### config.mk
export PLATFORM = sky130hd
export DESIGN_NAME = weighted_fifo_with_watermarks
export DESIGN_NICKNAME = d
export VERILOG_FILES = /design/src/design/wfw_pkg.sv /design/src/design/wfw_div.sv /design/src/design/weighted_fifo_with_watermarks.sv
export SDC_FILE = /design/constraint.sdc
export NUM_CORES = 2
export LEC_CHECK = 0
export CAP_MARGIN = 15
export CORE_UTILIZATION = 25
export DETAILED_ROUTE_END_ITERATION = 6
export DONT_BUFFER_PORTS = 1
export PLACE_DENSITY = 0.48
export SYNTH_ARGS = -nofsm -noshare
export SYNTH_HDL_FRONTEND = slang
export SYNTH_HIERARCHICAL = 1
export SYNTH_SLANG_ARGS = --single-unit
### constraint.sdc
create_clock -name clk -period 8 [get_ports clk]
set_input_delay 1.2 -clock clk [delete_from_list [all_inputs] [get_ports clk]]
set_output_delay 1.2 -clock clk [all_outputs]
set_load 0.02 [all_outputs]
### src/design/wfw_pkg.sv
`timescale 1ns / 1ps
`default_nettype none
// ----------------------------------------------------------------------------
// wfw_pkg
// Shared widths, codes and types for the weighted FIFO with watermarks.
// ----------------------------------------------------------------------------
package wfw_pkg;

	localparam int WEIGHT_W  = 16;
	localparam int ACTION_W  = 2;
	localparam int STATUS_W  = 2;
	localparam int CFG_IDX_W = 8;
	localparam int DIV_CNT_W = $clog2(WEIGHT_W + 1);

	localparam logic [WEIGHT_W-1:0] CAPACITY_RST = 16'hFFFF;
	localparam logic [WEIGHT_W-1:0] FILL_FRAC_RST = 16'h0001;

	typedef enum logic [ACTION_W-1:0] {
		ACT_ENQ       = 2'd0,
		ACT_ENQ_FLUSH = 2'd1,
		ACT_DEQ       = 2'd2,
		ACT_NONE      = 2'd3
	} action_t;

	typedef enum logic [STATUS_W-1:0] {
		STS_OK       = 2'd0,
		STS_BLOCK    = 2'd1,
		STS_EMPTY    = 2'd2,
		STS_BAD_SIZE = 2'd3
	} status_t;

	typedef enum logic [CFG_IDX_W-1:0] {
		REG_CAPACITY  = 8'd0,
		REG_FILL_FRAC = 8'd1
	} cfg_reg_t;

	// Divider status seen by the queue controller
	typedef struct packed {
		logic                busy;
		logic [WEIGHT_W-1:0] quot;
	} div_stat_t;

endpackage : wfw_pkg
`default_nettype wire

### src/design/wfw_div.sv
`timescale 1ns / 1ps
`default_nettype none
// ----------------------------------------------------------------------------
// wfw_div
// Restoring divider, one quotient bit per cycle, for the watermark quotient.
// ----------------------------------------------------------------------------
module wfw_div (
	input  wire                          clk,
	input  wire                          arst_n,
	input  wire                          start,
	input  wire  [wfw_pkg::WEIGHT_W-1:0] dividend,
	input  wire  [wfw_pkg::WEIGHT_W-1:0] divisor,
	output wfw_pkg::div_stat_t           stat
);
	import wfw_pkg::*;

	logic [WEIGHT_W-1:0]  rem_q;
	logic [WEIGHT_W-1:0]  dvd_q;
	logic [WEIGHT_W-1:0]  dvs_q;
	logic [WEIGHT_W-1:0]  quot_q;
	logic [DIV_CNT_W-1:0] cnt_q;
	logic [WEIGHT_W:0]    shifted;
	logic                 fits;
	logic [WEIGHT_W:0]    diff;

	assign shifted = {rem_q, dvd_q[WEIGHT_W-1]};
	assign fits    = shifted >= {1'b0, dvs_q};
	assign diff    = shifted - {1'b0, dvs_q};

	always_ff @(posedge clk or negedge arst_n) begin
		if (!arst_n) begin
			cnt_q  <= '0;
			quot_q <= CAPACITY_RST;
		end else if (start) begin
			cnt_q <= DIV_CNT_W'(WEIGHT_W);
		end else if (cnt_q != '0) begin
			cnt_q <= cnt_q - 1'b1;
			if (cnt_q == DIV_CNT_W'(1)) begin
				quot_q <= {dvd_q[WEIGHT_W-2:0], fits};
			end
		end
	end

	always_ff @(posedge clk) begin
		if (start) begin
			rem_q <= '0;
			dvd_q <= dividend;
			// zero divisor behaves as one
			dvs_q <= (divisor == '0) ? WEIGHT_W'(1) : divisor;
		end else if (cnt_q != '0) begin
			rem_q <= fits ? diff[WEIGHT_W-1:0] : shifted[WEIGHT_W-1:0];
			dvd_q <= {dvd_q[WEIGHT_W-2:0], fits};
		end
	end

	assign stat.busy = (cnt_q != '0);
	assign stat.quot = quot_q;

endmodule : wfw_div
`default_nettype wire

### src/design/weighted_fifo_with_watermarks.sv
`timescale 1ns / 1ps
`default_nettype none
// ----------------------------------------------------------------------------
// weighted_fifo_with_watermarks
// Weighted FIFO with capacity admission and fill/drain wake flags.
// ----------------------------------------------------------------------------
// Each request passes two steps: the cycle it transfers in reads the head
// entry from the synchronous entry memories, the next cycle decides, writes
// the tail entry and loads the result register; a result not yet taken holds
// the decision step. Every request gives exactly one result. A configuration
// write is accepted only while no request is being decided. It recomputes the
// watermark quotient, capacity over the fill divisor, in a bit-serial divider:
// requests are held off after the write until the divider is done.
// There is no clearing pass after reset. On s_tdata the payload sits in the
// low bits followed by the entry weight; s_tuser carries the action code.
// ----------------------------------------------------------------------------
module weighted_fifo_with_watermarks #(
	parameter int ENTRY_DEPTH   = 64,
	parameter int PAYLOAD_WIDTH = 32,
	localparam int S_DATA_W = ((PAYLOAD_WIDTH + 16 + 7) / 8) * 8,
	localparam int M_DATA_W = ((PAYLOAD_WIDTH + 16 + 16 + 4 + 7) / 8) * 8
) (
	input  wire                           clk,
	input  wire                           arst_n,
	// configuration
	input  wire                           cfg_valid,
	output logic                          cfg_ready,
	input  wire  [wfw_pkg::CFG_IDX_W-1:0] cfg_index,
	input  wire  [wfw_pkg::WEIGHT_W-1:0]  cfg_data,
	// request stream
	input  wire                           s_tvalid,
	output logic                          s_tready,
	input  wire  [S_DATA_W-1:0]           s_tdata,  // payload, weight, zero fill
	input  wire  [wfw_pkg::ACTION_W-1:0]  s_tuser,  // action
	// result stream
	output logic                          m_tvalid,
	input  wire                           m_tready,
	// head_payload, head_size, used_weight, wake_consumer, wake_all_consumers,
	// wake_producer, is_empty, zero fill
	output logic [M_DATA_W-1:0]           m_tdata,
	output logic [wfw_pkg::STATUS_W-1:0]  m_tuser   // status
);
	import wfw_pkg::*;

	localparam int IDX_W = (ENTRY_DEPTH > 1) ? $clog2(ENTRY_DEPTH) : 1;
	localparam int CNT_W = $clog2(ENTRY_DEPTH + 1);

	typedef enum logic [1:0] {
		ST_IDLE = 2'b01,
		ST_EXEC = 2'b10
	} state_t;

	state_t state_q;

	logic [WEIGHT_W-1:0] capacity_q;
	logic [WEIGHT_W-1:0] fill_frac_q;
	logic                div_pend_q;
	div_stat_t           div_stat;

	logic [PAYLOAD_WIDTH-1:0] payload_mem [ENTRY_DEPTH];
	logic [WEIGHT_W-1:0]      size_mem    [ENTRY_DEPTH];
	logic [PAYLOAD_WIDTH-1:0] rd_payload_q;
	logic [WEIGHT_W-1:0]      rd_size_q;

	logic [IDX_W-1:0]    head_q;
	logic [IDX_W-1:0]    tail_q;
	logic [CNT_W-1:0]    count_q;
	logic [WEIGHT_W-1:0] used_q;

	action_t                  action_s1;
	logic [PAYLOAD_WIDTH-1:0] payload_s1;
	logic [WEIGHT_W-1:0]      size_s1;

	logic                     in_xfer;
	logic                     cfg_xfer;
	logic                     load_out;
	logic                     is_enq;
	logic                     bad_size;
	logic [WEIGHT_W:0]        enq_sum;
	logic                     enq_block;
	logic                     enq_ok;
	logic                     deq_ok;
	status_t                  status;
	logic [WEIGHT_W-1:0]      used_nxt;
	logic [PAYLOAD_WIDTH-1:0] head_payload;
	logic [WEIGHT_W-1:0]      head_size;
	logic                     wake_c;
	logic                     wake_a;
	logic                     wake_p;

	// configuration registers; requests are held while the quotient is stale
	assign cfg_ready = (state_q == ST_IDLE);
	assign cfg_xfer  = cfg_valid && cfg_ready;

	always_ff @(posedge clk or negedge arst_n) begin
		if (!arst_n) begin
			capacity_q  <= CAPACITY_RST;
			fill_frac_q <= FILL_FRAC_RST;
			div_pend_q  <= 1'b0;
		end else begin
			div_pend_q <= cfg_xfer;
			if (cfg_xfer) begin
				unique case (cfg_index)
					REG_CAPACITY:  capacity_q  <= cfg_data;
					REG_FILL_FRAC: fill_frac_q <= cfg_data;
					default: ;
				endcase
			end
		end
	end

	wfw_div u_div (
		.clk      (clk),
		.arst_n   (arst_n),
		.start    (div_pend_q),
		.dividend (capacity_q),
		.divisor  (fill_frac_q),
		.stat     (div_stat)
	);

	assign s_tready = (state_q == ST_IDLE) && !div_pend_q && !div_stat.busy && !cfg_valid;
	assign in_xfer  = s_tvalid && s_tready;
	assign load_out = (state_q == ST_EXEC) && (!m_tvalid || m_tready);

	// request capture
	always_ff @(posedge clk) begin
		if (in_xfer) begin
			action_s1  <= action_t'(s_tuser);
			payload_s1 <= s_tdata[PAYLOAD_WIDTH-1:0];
			size_s1    <= s_tdata[PAYLOAD_WIDTH +: WEIGHT_W];
		end
	end

	// entry memories: head read on transfer, tail write on admitted enqueue
	always_ff @(posedge clk) begin
		if (in_xfer) begin
			rd_payload_q <= payload_mem[head_q];
			rd_size_q    <= size_mem[head_q];
		end
		if (load_out && enq_ok) begin
			payload_mem[tail_q] <= payload_s1;
			size_mem[tail_q]    <= size_s1;
		end
	end

	// decision
	always_comb begin
		is_enq    = (action_s1 == ACT_ENQ) || (action_s1 == ACT_ENQ_FLUSH);
		bad_size  = (size_s1 == '0) || (size_s1 > capacity_q);
		enq_sum   = {1'b0, used_q} + {1'b0, size_s1};
		enq_block = (count_q >= CNT_W'(ENTRY_DEPTH)) || (enq_sum > {1'b0, capacity_q});
		enq_ok    = is_enq && !bad_size && !enq_block;
		deq_ok    = (action_s1 == ACT_DEQ) && (count_q != '0);

		status       = STS_OK;
		used_nxt     = used_q;
		head_payload = '0;
		head_size    = '0;
		wake_c       = 1'b0;
		wake_a       = 1'b0;
		wake_p       = 1'b0;

		unique case (action_s1)
			ACT_ENQ, ACT_ENQ_FLUSH: begin
				if (bad_size) begin
					status = STS_BAD_SIZE;
				end else if (enq_block) begin
					status = STS_BLOCK;
				end else begin
					used_nxt = enq_sum[WEIGHT_W-1:0];
					wake_c   = (enq_sum[WEIGHT_W-1:0] >= div_stat.quot);
					wake_a   = (action_s1 == ACT_ENQ_FLUSH);
				end
			end
			ACT_DEQ: begin
				if (!deq_ok) begin
					status = STS_EMPTY;
				end else begin
					head_payload = rd_payload_q;
					head_size    = rd_size_q;
					used_nxt     = (rd_size_q <= used_q) ? used_q - rd_size_q : '0;
					wake_p       = (used_nxt <= capacity_q - div_stat.quot);
				end
			end
			default: ;
		endcase
	end

	// queue state and sequencing
	always_ff @(posedge clk or negedge arst_n) begin
		if (!arst_n) begin
			state_q <= ST_IDLE;
			head_q  <= '0;
			tail_q  <= '0;
			count_q <= '0;
			used_q  <= '0;
		end else begin
			unique case (state_q)
				ST_IDLE: begin
					if (in_xfer) state_q <= ST_EXEC;
				end
				ST_EXEC: begin
					if (load_out) begin
						state_q <= ST_IDLE;
						used_q  <= used_nxt;
						if (enq_ok) begin
							tail_q  <= (tail_q == IDX_W'(ENTRY_DEPTH - 1)) ? '0 : tail_q + 1'b1;
							count_q <= count_q + 1'b1;
						end else if (deq_ok) begin
							head_q  <= (head_q == IDX_W'(ENTRY_DEPTH - 1)) ? '0 : head_q + 1'b1;
							count_q <= count_q - 1'b1;
						end
					end
				end
				default: state_q <= ST_IDLE;
			endcase
		end
	end

	// result register
	always_ff @(posedge clk or negedge arst_n) begin
		if (!arst_n) begin
			m_tvalid <= 1'b0;
		end else if (load_out) begin
			m_tvalid <= 1'b1;
		end else if (m_tready) begin
			m_tvalid <= 1'b0;
		end
	end

	always_ff @(posedge clk) begin
		if (load_out) begin
			m_tuser <= status;
			m_tdata <= M_DATA_W'({(used_nxt == '0), wake_p, wake_a, wake_c,
				used_nxt, head_size, head_payload});
		end
	end

endmodule : weighted_fifo_with_watermarks
`default_nettype wire

### After elaboration in Yosys (flattened, before gate mapping)

Memories as Yosys holds them, arrays and structs flattened. A register that Yosys moved wholly into a read port is not among the register bits.
Cells that the tools add are included.

| storage, ports and cells | value |
|---|---|
| RAM bits | 3,072 |
| memories kept | 2 |
| bits of input ports | 79 |
| flip-flop bits (word level) | 260 |
| bits in latches | 0 |
| output and inout bits | 77 |
| bits in read-only memories | 0 |
| word-level logic and storage cells | 118 |

Memories:

| name | words | bits a word | rd ports | clocked after memory_dff | write ports | RTL line | text |
|---|---|---|---|---|---|---|---|
| payload_mem | 64 | 32 | 1 | 1 | 1 | weighted_fifo_with_watermarks.sv:60 | `logic [PAYLOAD_WIDTH-1:0] payload_mem [ENTRY_DEPTH];` |
| size_mem | 64 | 16 | 1 | 1 | 1 | weighted_fifo_with_watermarks.sv:61 | `logic [WEIGHT_W-1:0] size_mem [ENTRY_DEPTH];` |

| cells by class | value |
|---|---|
| divide/modulo/power cells | 0 |
| multiplexer cells | 25 |
| reductions and logical operators | 41 |
| equality and inequality tests | 10 |
| multipliers | 0 |
| order comparisons | 7 |
| bitwise operators | 3 |
| $add $sub $neg | 9 |
| shift-type cells | 0 |

Operators by type and width:

| cell | number |
|---|---|
| $mux W16 | 7 |
| $logic_not A16 Y1 | 3 |
| $sub A16 B16 Y16 | 3 |
| $le A16 B16 Y1 | 2 |
| $pmux W16 S2 | 1 |
| $add A16 B16 Y17 | 1 |
| $ge A17 B16 Y1 | 1 |
| $gt A17 B16 Y1 | 1 |
| $ge A16 B16 Y1 | 1 |
| $gt A16 B16 Y1 | 1 |
| $mux W7 | 2 |
| $add A6 B1 Y6 const B | 2 |
| $eq A6 B6 Y1 const B | 2 |
| $mux W6 | 2 |
| $logic_and A1 B1 Y1 | 10 |
| $mux W5 | 2 |
| $reduce_and A2 Y1 | 5 |
| $reduce_and A3 Y1 | 3 |
| $eq A8 B1 Y1 const B | 1 |
| $logic_not A8 Y1 | 1 |
| $mux W2 | 4 |
| $pmux W2 S2 | 2 |
| $add A7 B1 Y7 const B | 1 |
| $ge A7 B7 Y1 const B | 1 |
| 18 further kinds | 36 |

### Logic depth before layout (Yosys ltp)

| logic depth | value |
|---|---|
| depth after elaboration | 8 |
| gate-level depth with buffers | 27 |

### Cells and area by module

Netlist, hierarchy kept.

By module, submodules not included:

| module | times used | area each (µm²) | cells each |
|---|---|---|---|
| weighted_fifo_with_watermarks | 1 | 128,652.1 | 5,465 |
| wfw_div | 1 | 3,717.3 | 326 |

### Worst setup path before layout

Ideal clock, no wire load.

| path | value |
|---|---|
| path type | reg-to-reg |
| start point | reg size_s1[0] |
| end point | mem payload_mem[30][0], enable pin |
| cell stages (with the launch flop) | 24 |
| path slack | 205 ps |
| data required time | 7,546 ps |
| arrival time | 7,341 ps |
| path through | edfxtp_1 -> ha_1 -> inv_1 -> fa_1 -> nor2b_1 -> o31a_1 -> o21ai_2 -> o21ai_1 -> a21o_1 -> a21o_1 -> xor2_1 -> ha_1 -> nand4_1 -> or2_1 -> a31oi_1 -> a2111o_1 -> a2111oi_4 -> and2_1 -> buf_2 -> buf_6 -> nand2_1 -> nor2_2 -> nand3_1 -> nor2_1 |

| on the way | value |
|---|---|
| word-level cells in the longest chain between the ends | 8 |
| elaborated cells on any way between the ends | 13 |

Ends and longest elaborated chain:

| what | RTL line | text |
|---|---|---|
| start: declaration | weighted_fifo_with_watermarks.sv:72 | `logic [WEIGHT_W-1:0] size_s1;` |
| start signal: assignment | weighted_fifo_with_watermarks.sv:130 | `size_s1 <= s_tdata[PAYLOAD_WIDTH +: WEIGHT_W];` |
| $add A16 B16 Y17, or another cell as far along | weighted_fifo_with_watermarks.sv:150 | `enq_sum = {1'b0, used_q} + {1'b0, size_s1};` |
| $gt A17 B16 Y1 or $logic_or A1 B1 Y1 (tied branches) | weighted_fifo_with_watermarks.sv:151, weighted_fifo_with_watermarks.sv:149 |  |
| $logic_or A1 B1 Y1 or $logic_not A1 Y1 (tied branches) | weighted_fifo_with_watermarks.sv:151, weighted_fifo_with_watermarks.sv:152 |  |
| $logic_not A1 Y1 or $logic_and A1 B1 Y1 (tied branches) | weighted_fifo_with_watermarks.sv:152 | `enq_ok = is_enq && !bad_size && !enq_block;` |
| $logic_and A1 B1 Y1 (*) | weighted_fifo_with_watermarks.sv:152 |  |
| $logic_and A1 B1 Y1 (*) | weighted_fifo_with_watermarks.sv:140 | `if (load_out && enq_ok) begin` |
| $mux W1 (*) | weighted_fifo_with_watermarks.sv:140 |  |
| $mux W1 (not written as such) (*) | weighted_fifo_with_watermarks.sv:141 | `payload_mem[tail_q] <= payload_s1;` |
| end: declaration | weighted_fifo_with_watermarks.sv:60 |  |

Every way passes the cells marked *; elsewhere a longest branch is shown, timed or not.

### Final worst setup path

| path | value |
|---|---|
| start point | reg used_q[0] |
| end point | mem size_mem[63][11], enable pin |

| on the way | value |
|---|---|
| word-level cells in the longest chain between the ends | 8 |

Ends and longest elaborated chain:

| what | RTL line | text |
|---|---|---|
| start: declaration | weighted_fifo_with_watermarks.sv:68 | `logic [WEIGHT_W-1:0] used_q;` |
| start signal: assignment | weighted_fifo_with_watermarks.sv:205 | `used_q <= used_nxt;` |
| $add A16 B16 Y17 | weighted_fifo_with_watermarks.sv:150 |  |
| $gt A17 B16 Y1 | weighted_fifo_with_watermarks.sv:151 | `enq_block = (count_q >= CNT_W'(ENTRY_DEPTH)) \|\| (enq_sum > {1'b0, capacity_q});` |
| $logic_or A1 B1 Y1 | weighted_fifo_with_watermarks.sv:151 |  |
| $logic_not A1 Y1 | weighted_fifo_with_watermarks.sv:152 |  |
| $logic_and A1 B1 Y1 | weighted_fifo_with_watermarks.sv:152 |  |
| $logic_and A1 B1 Y1 | weighted_fifo_with_watermarks.sv:140 |  |
| $mux W1 | weighted_fifo_with_watermarks.sv:140 |  |
| $mux W1 (not written as such) | weighted_fifo_with_watermarks.sv:142 | `size_mem[tail_q] <= size_s1;` |
| end: declaration | weighted_fifo_with_watermarks.sv:61 |  |

No other way between the ends.

==> results by stage <==
Status:
- The run finished, with violations left.
- The checks that failed: DRC.

Clocking:
- The clock tree from TritonCTS is built.
- The root buffer cell chosen for the clock tree is sky130_fd_sc_hd__clkbuf_16.
- The number of H-tree levels is 5.
- Clock latency on the worst-skew pair, taken at its later pin, is 1.02 ns.
- The number of gates resized after CTS is 0.
- Clock tree synthesis found a total of 3380 sinks.
- The CTS buffer count is 354.
- The clock passes through at most 4 buffers.
- The clock-pin slew on the worst setup and hold paths is 0.06 ns.

Global route:
- The wire length of the first global-routing pass is 537000 um.
- The most used routing layer is met2.
- For met2 alone, demand over resource in global routing was 0.243.
- The via count of the first global-routing pass was 64297.
- The global route total overflow is 0.
- The global routing usage on met3 is 0.0228.
- The initial antenna violation count is 47.
- The global router's overall resource usage is 0.142.
- Entering global routing, the biggest net connects 102 pins.
- The met1 routing resource usage after global routing is 0.192.

Logic synthesis:
- The cell type with the largest total area after synthesis is sky130_fd_sc_hd__edfxtp_1.
- The combinational family with the most area after synthesis is multiplexers.
- Of the synthesized area, sequential elements account for 0.762.
- Of the total synthesized cell area, the portion taken by AND, OR, NAND and NOR gates is 0.0170.
- The synthesized design contains 3380 register bits.
- The netlist area before placement is 132000 sq um.
- Of the post-synthesis cell area, the dominant cell type holds 0.742.
- In the synthesized netlist, the number of instances is 5791.
- Of the post-synthesis cell area, the part taken by muxes is 0.177.
- Ranked by total cell area, the synthesized netlist is headed by sky130_fd_sc_hd__edfxtp_1, sky130_fd_sc_hd__mux4_2, sky130_fd_sc_hd__ha_1.
- Of the total synthesized cell area, the portion taken by XOR and XNOR cells is 0.00437.
- The area fraction in compound gates after synthesis was 0.0141.
- For this run, the number of Yosys warnings is 6.
- In the synthesized netlist the async set-or-reset flop fraction comes to 0.0272.
- The netlist uses 90 different library cells.
- The average size of a mapped cell is 22.9 sq um.
- The adder-cell share of the synthesized area is 0.0137.
- The most common flop cell mapped by yosys is sky130_fd_sc_hd__edfxtp_1.
- The number of synthesized flops with an enable pin is 3272.

Pwr:
- The switching power share of the total is 0.220.
- Power spread over the standard cell area amounts to 244 nW/um^2.
- The internal portion of the total power is 29.5 mW.
- The part of the total power dissipated in sequential elements is 0.516.
- The leakage power summed over all cells is 46.5 nW.
- The share of total power dissipated in the clock network is 0.440.
- The share of total power dissipated in combinational logic is 0.044.
- IR analysis of the VDD net gives a maximum drop of 0.194 mV.
- The net switching component of the power is 8.34 mW.

Floorplanning:
- The width of the die is 730 um.
- The overall die area is 532000 sq um.
- The number of placement rows is 266.
- The effective utilization at floorplan is 0.252.
- In this run the count of I/O pins placed on the die edge is 156.
- The placeable core region is 526000 sq um.
- The die is 730 um tall.

Worst hold path:
- The worst hold-check path type is input port to async pin.

Worst setup path:
- The number of cell instances on the worst register-to-register path is 21.
- For the worst setup path, the data arrival time is 7.24 ns.
- The worst path buffer plus inverter count is 3.
- Traced cell by cell, the critical path runs through ha_1 -> inv_1 -> fa_1 -> nor2b_1 -> o31a_1 -> o21ai_2 -> o21ai_1 -> a21o_1 -> a21o_1 -> xor2_1 -> ha_1 -> nand4_1 -> or2_1 -> o32ai_2 -> o31ai_1 -> a2111oi_4 -> and3_1 -> nand4_1 -> buf_4 -> nor2_4 -> buf_12.
- The critical path depth is 21.
- The data required time of the worst path is 8.60 ns.
- The classification of the worst setup path is flop to flop.
- The largest single stage delay on the critical path is 0.78 ns.
- The element type at the critical path end is a flop.
- The slowest cell on the critical path is sky130_fd_sc_hd__nor2_4.
- Along the worst path, the maximum fanout reaches 15.
- In this design, the largest share of critical-path delay is due to simple AND/OR/NAND/NOR gates.
- STA classifies the critical path startpoint as a flop.

STA:
- The max-slew violation count was 0.
- In this run the tightest slew margin relative to its limit is 0.214.
- The final setup violation count is 0.
- The worst path needs 6.64 ns of the cycle, external delays included.
- The highest clock rate is 151 MHz.
- The clock skew after layout is 0.128 ns.
- For the pin with the worst max-slew slack, the measured transition is 1.16 ns.
- After layout, the worst setup slack is 1.36 ns.
- In the finished design, the share of the clock period the worst path needs comes to 0.830.
- Setup repair after global routing left no endpoint under its margin.
- The total negative slack is 0 ns.
- The number of endpoints with negative hold slack in the final report is 0.

Routing:
- After detailed routing, the number of remaining DRC violations is 1.
- Dividing the detail-routed via count by the number of cells gives 4.66.
- For this block, the initial DRC count from the detailed router was 6530.
- The number of optimization iterations in the first detailed-route pass is 7.
- The wire length per cell after detailed routing is 29.1 um.
- The count of nets left with antenna violations after detail routing is 0.
- The final layout contains routed wiring with a total length of 388000 um.
- For this block, the via count after detailed routing is 62285.

Layout:
- The synthesis-to-layout area growth is 16.9%.
- The net count of the finished layout is 6310.
- Of the cells placed in the final design, the portion with a size suffix greater than 1 is 0.304.
- After filler insertion, the fill cell instance count of the layout stands at 50695.

Placed design:
- The worst-case setup slack after placement is 1.46 ns.
- The global placement routability congestion is 0.825.
- The count of input and output buffers is 0.
- The half-perimeter wire length of the detailed placement result is 233000 um.

Run:
- The count of max-cap constraint violations is 0.
==> layout by cell type (no fill, tap or decap), types with 24 or more instances in the layout <==
master,instances
sky130_fd_sc_hd__nor2_1,91
sky130_fd_sc_hd__inv_1,101
sky130_fd_sc_hd__clkbuf_16,355
sky130_fd_sc_hd__buf_4,161
sky130_fd_sc_hd__buf_12,64
sky130_fd_sc_hd__mux4_2,1008
sky130_fd_sc_hd__o21ai_0,54
sky130_fd_sc_hd__edfxtp_1,3272
sky130_fd_sc_hd__ha_1,137
sky130_fd_sc_hd__clkinv_2,65
sky130_fd_sc_hd__nand3_1,26
sky130_fd_sc_hd__bufinv_16,35
sky130_fd_sc_hd__a21oi_1,53
sky130_fd_sc_hd__dfrtp_1,51
sky130_fd_sc_hd__and3_1,46
sky130_fd_sc_hd__nor2_4,64
sky130_fd_sc_hd__clkbuf_1,65
sky130_fd_sc_hd__a21o_1,24
sky130_fd_sc_hd__mux2_2,49
sky130_fd_sc_hd__clkinv_1,60
sky130_fd_sc_hd__xnor2_1,43
sky130_fd_sc_hd__nand2_1,116
sky130_fd_sc_hd__dfstp_2,34
sky130_fd_sc_hd__a211oi_1,24
==> kinds of logic (layout without fill, tap and decap cells) <==
logic type,Yosys count,after routing
AOI/OAI and AO/OA,270,270
adders and majority gates,142,142
DFF,3380,3380
other,1,12
and+or+nand+nor,467,467
xor gates and xnor gates,66,66
muxes,1073,1073
buffers and inverters,392,976
==> power by group through the flow <==
stage / sequential (mW) / clock, mW / combinational [mW]
floorplan: 19.9 / 0 / 1.15
global placement: 19.9 / 0 / 1.63
detailed placement: 19.9 / 0 / 1.66
CTS: 19.5 / 17.0 / 1.68
global route: 19.5 / 17.7 / 1.83
finish: 19.5 / 16.7 / 1.66
==> state kept, by name, summed over array words and instances (netlist names), 32 cells and up <==
register / flops
payload_mem: 2048
m_tdata: 68
rd_payload_q: 32
payload_s1: 32
size_mem: 1024
==> cell type report <==
class | instances | area [sq um] | area share
clock buffers | 423 | 9170 | 0.0593
inverters | 104 | 393 | 0.00254
multi-input cells | 2022 | 30400 | 0.197
clock inverters | 222 | 2500 | 0.0162
diodes | 8 | 20.0 | 0.000129
well taps | 6968 | 8720 | 0.0563
flip-flops and latches | 3380 | 101000 | 0.652
repair buffers | 227 | 2530 | 0.0164
==> metrics by stage <==
step / hold slack [ns] / total power, mW / cells / area (sq um) / utilization
final: 0.132 / 37.8 / 13354 / 155000 / 0.294
after global routing: 0.0724 / 39.0 / 13348 / 155000 / 0.294
after detailed placement: 0.464 / 21.5 / 12699 / 143000 / 0.272
after floorplan: 0.445 / 21.1 / 5794 / 132000 / -
after global placement: 0.464 / 21.5 / 12699 / 143000 / 0.272
after CTS: 0.0307 / 38.2 / 13345 / 155000 / 0.294
==> path summary, 6_finish.rpt <==
| path | startpoint | slack, ns | end |
|---|---|---|---|
| min in group clk | s_tdata[2] | 0.27 | payload_s1[2]$_DFFE_PP_ |
| worst max-delay path | used_q[0]$_DFFE_PN0P_ | 1.36 | size_mem[63][11]$_DFFE_PP_ |
| max in group asynchronous | arst_n | 7.41 | u_div/cnt_q[4]$_DFFE_PN0P_ |
| worst min register to register | fill_frac_q[4]$_DFFE_PN0P_ | 0.47 | u_div/dvs_q[4]$_SDFFCE_PN0P_ |
| worst min-delay path | arst_n | 0.13 | u_div/quot_q[9]$_DFFE_PN1P_ |
| worst max register to register | used_q[0]$_DFFE_PN0P_ | 1.36 | size_mem[63][11]$_DFFE_PP_ |
==> cell usage after synthesis (all sizes together), types with 43 or more instances <==
master  number
edfxtp    3272
mux4      1008
clkbuf     214
nor2       157
ha         137
nand2      116
inv        103
buf         74
o21ai       73
dfrtp       58
a21oi       54
mux2        51
and3        50
xnor2       43
==> metal layers <==
| layer | vias up | share of wire | wire length (um) |
|---|---|---|---|
| met2 | 2087 | 0.50 | 193000 |
| met5 | - | 0.00023 | 91 |
| met1 | 34491 | 0.42 | 164000 |
| met4 | 14 | 0.021 | 7970 |
| met3 | 482 | 0.059 | 22800 |
| li1 | 25211 | - | - |
==> timing repair <==
action	CTS	global route
setup endpoints to repair	0	0
hold buffers	1	0
buffers inserted	0	0
hold endpoints to repair	58	0
Note: power is estimated with default switching activity, not from simulation.
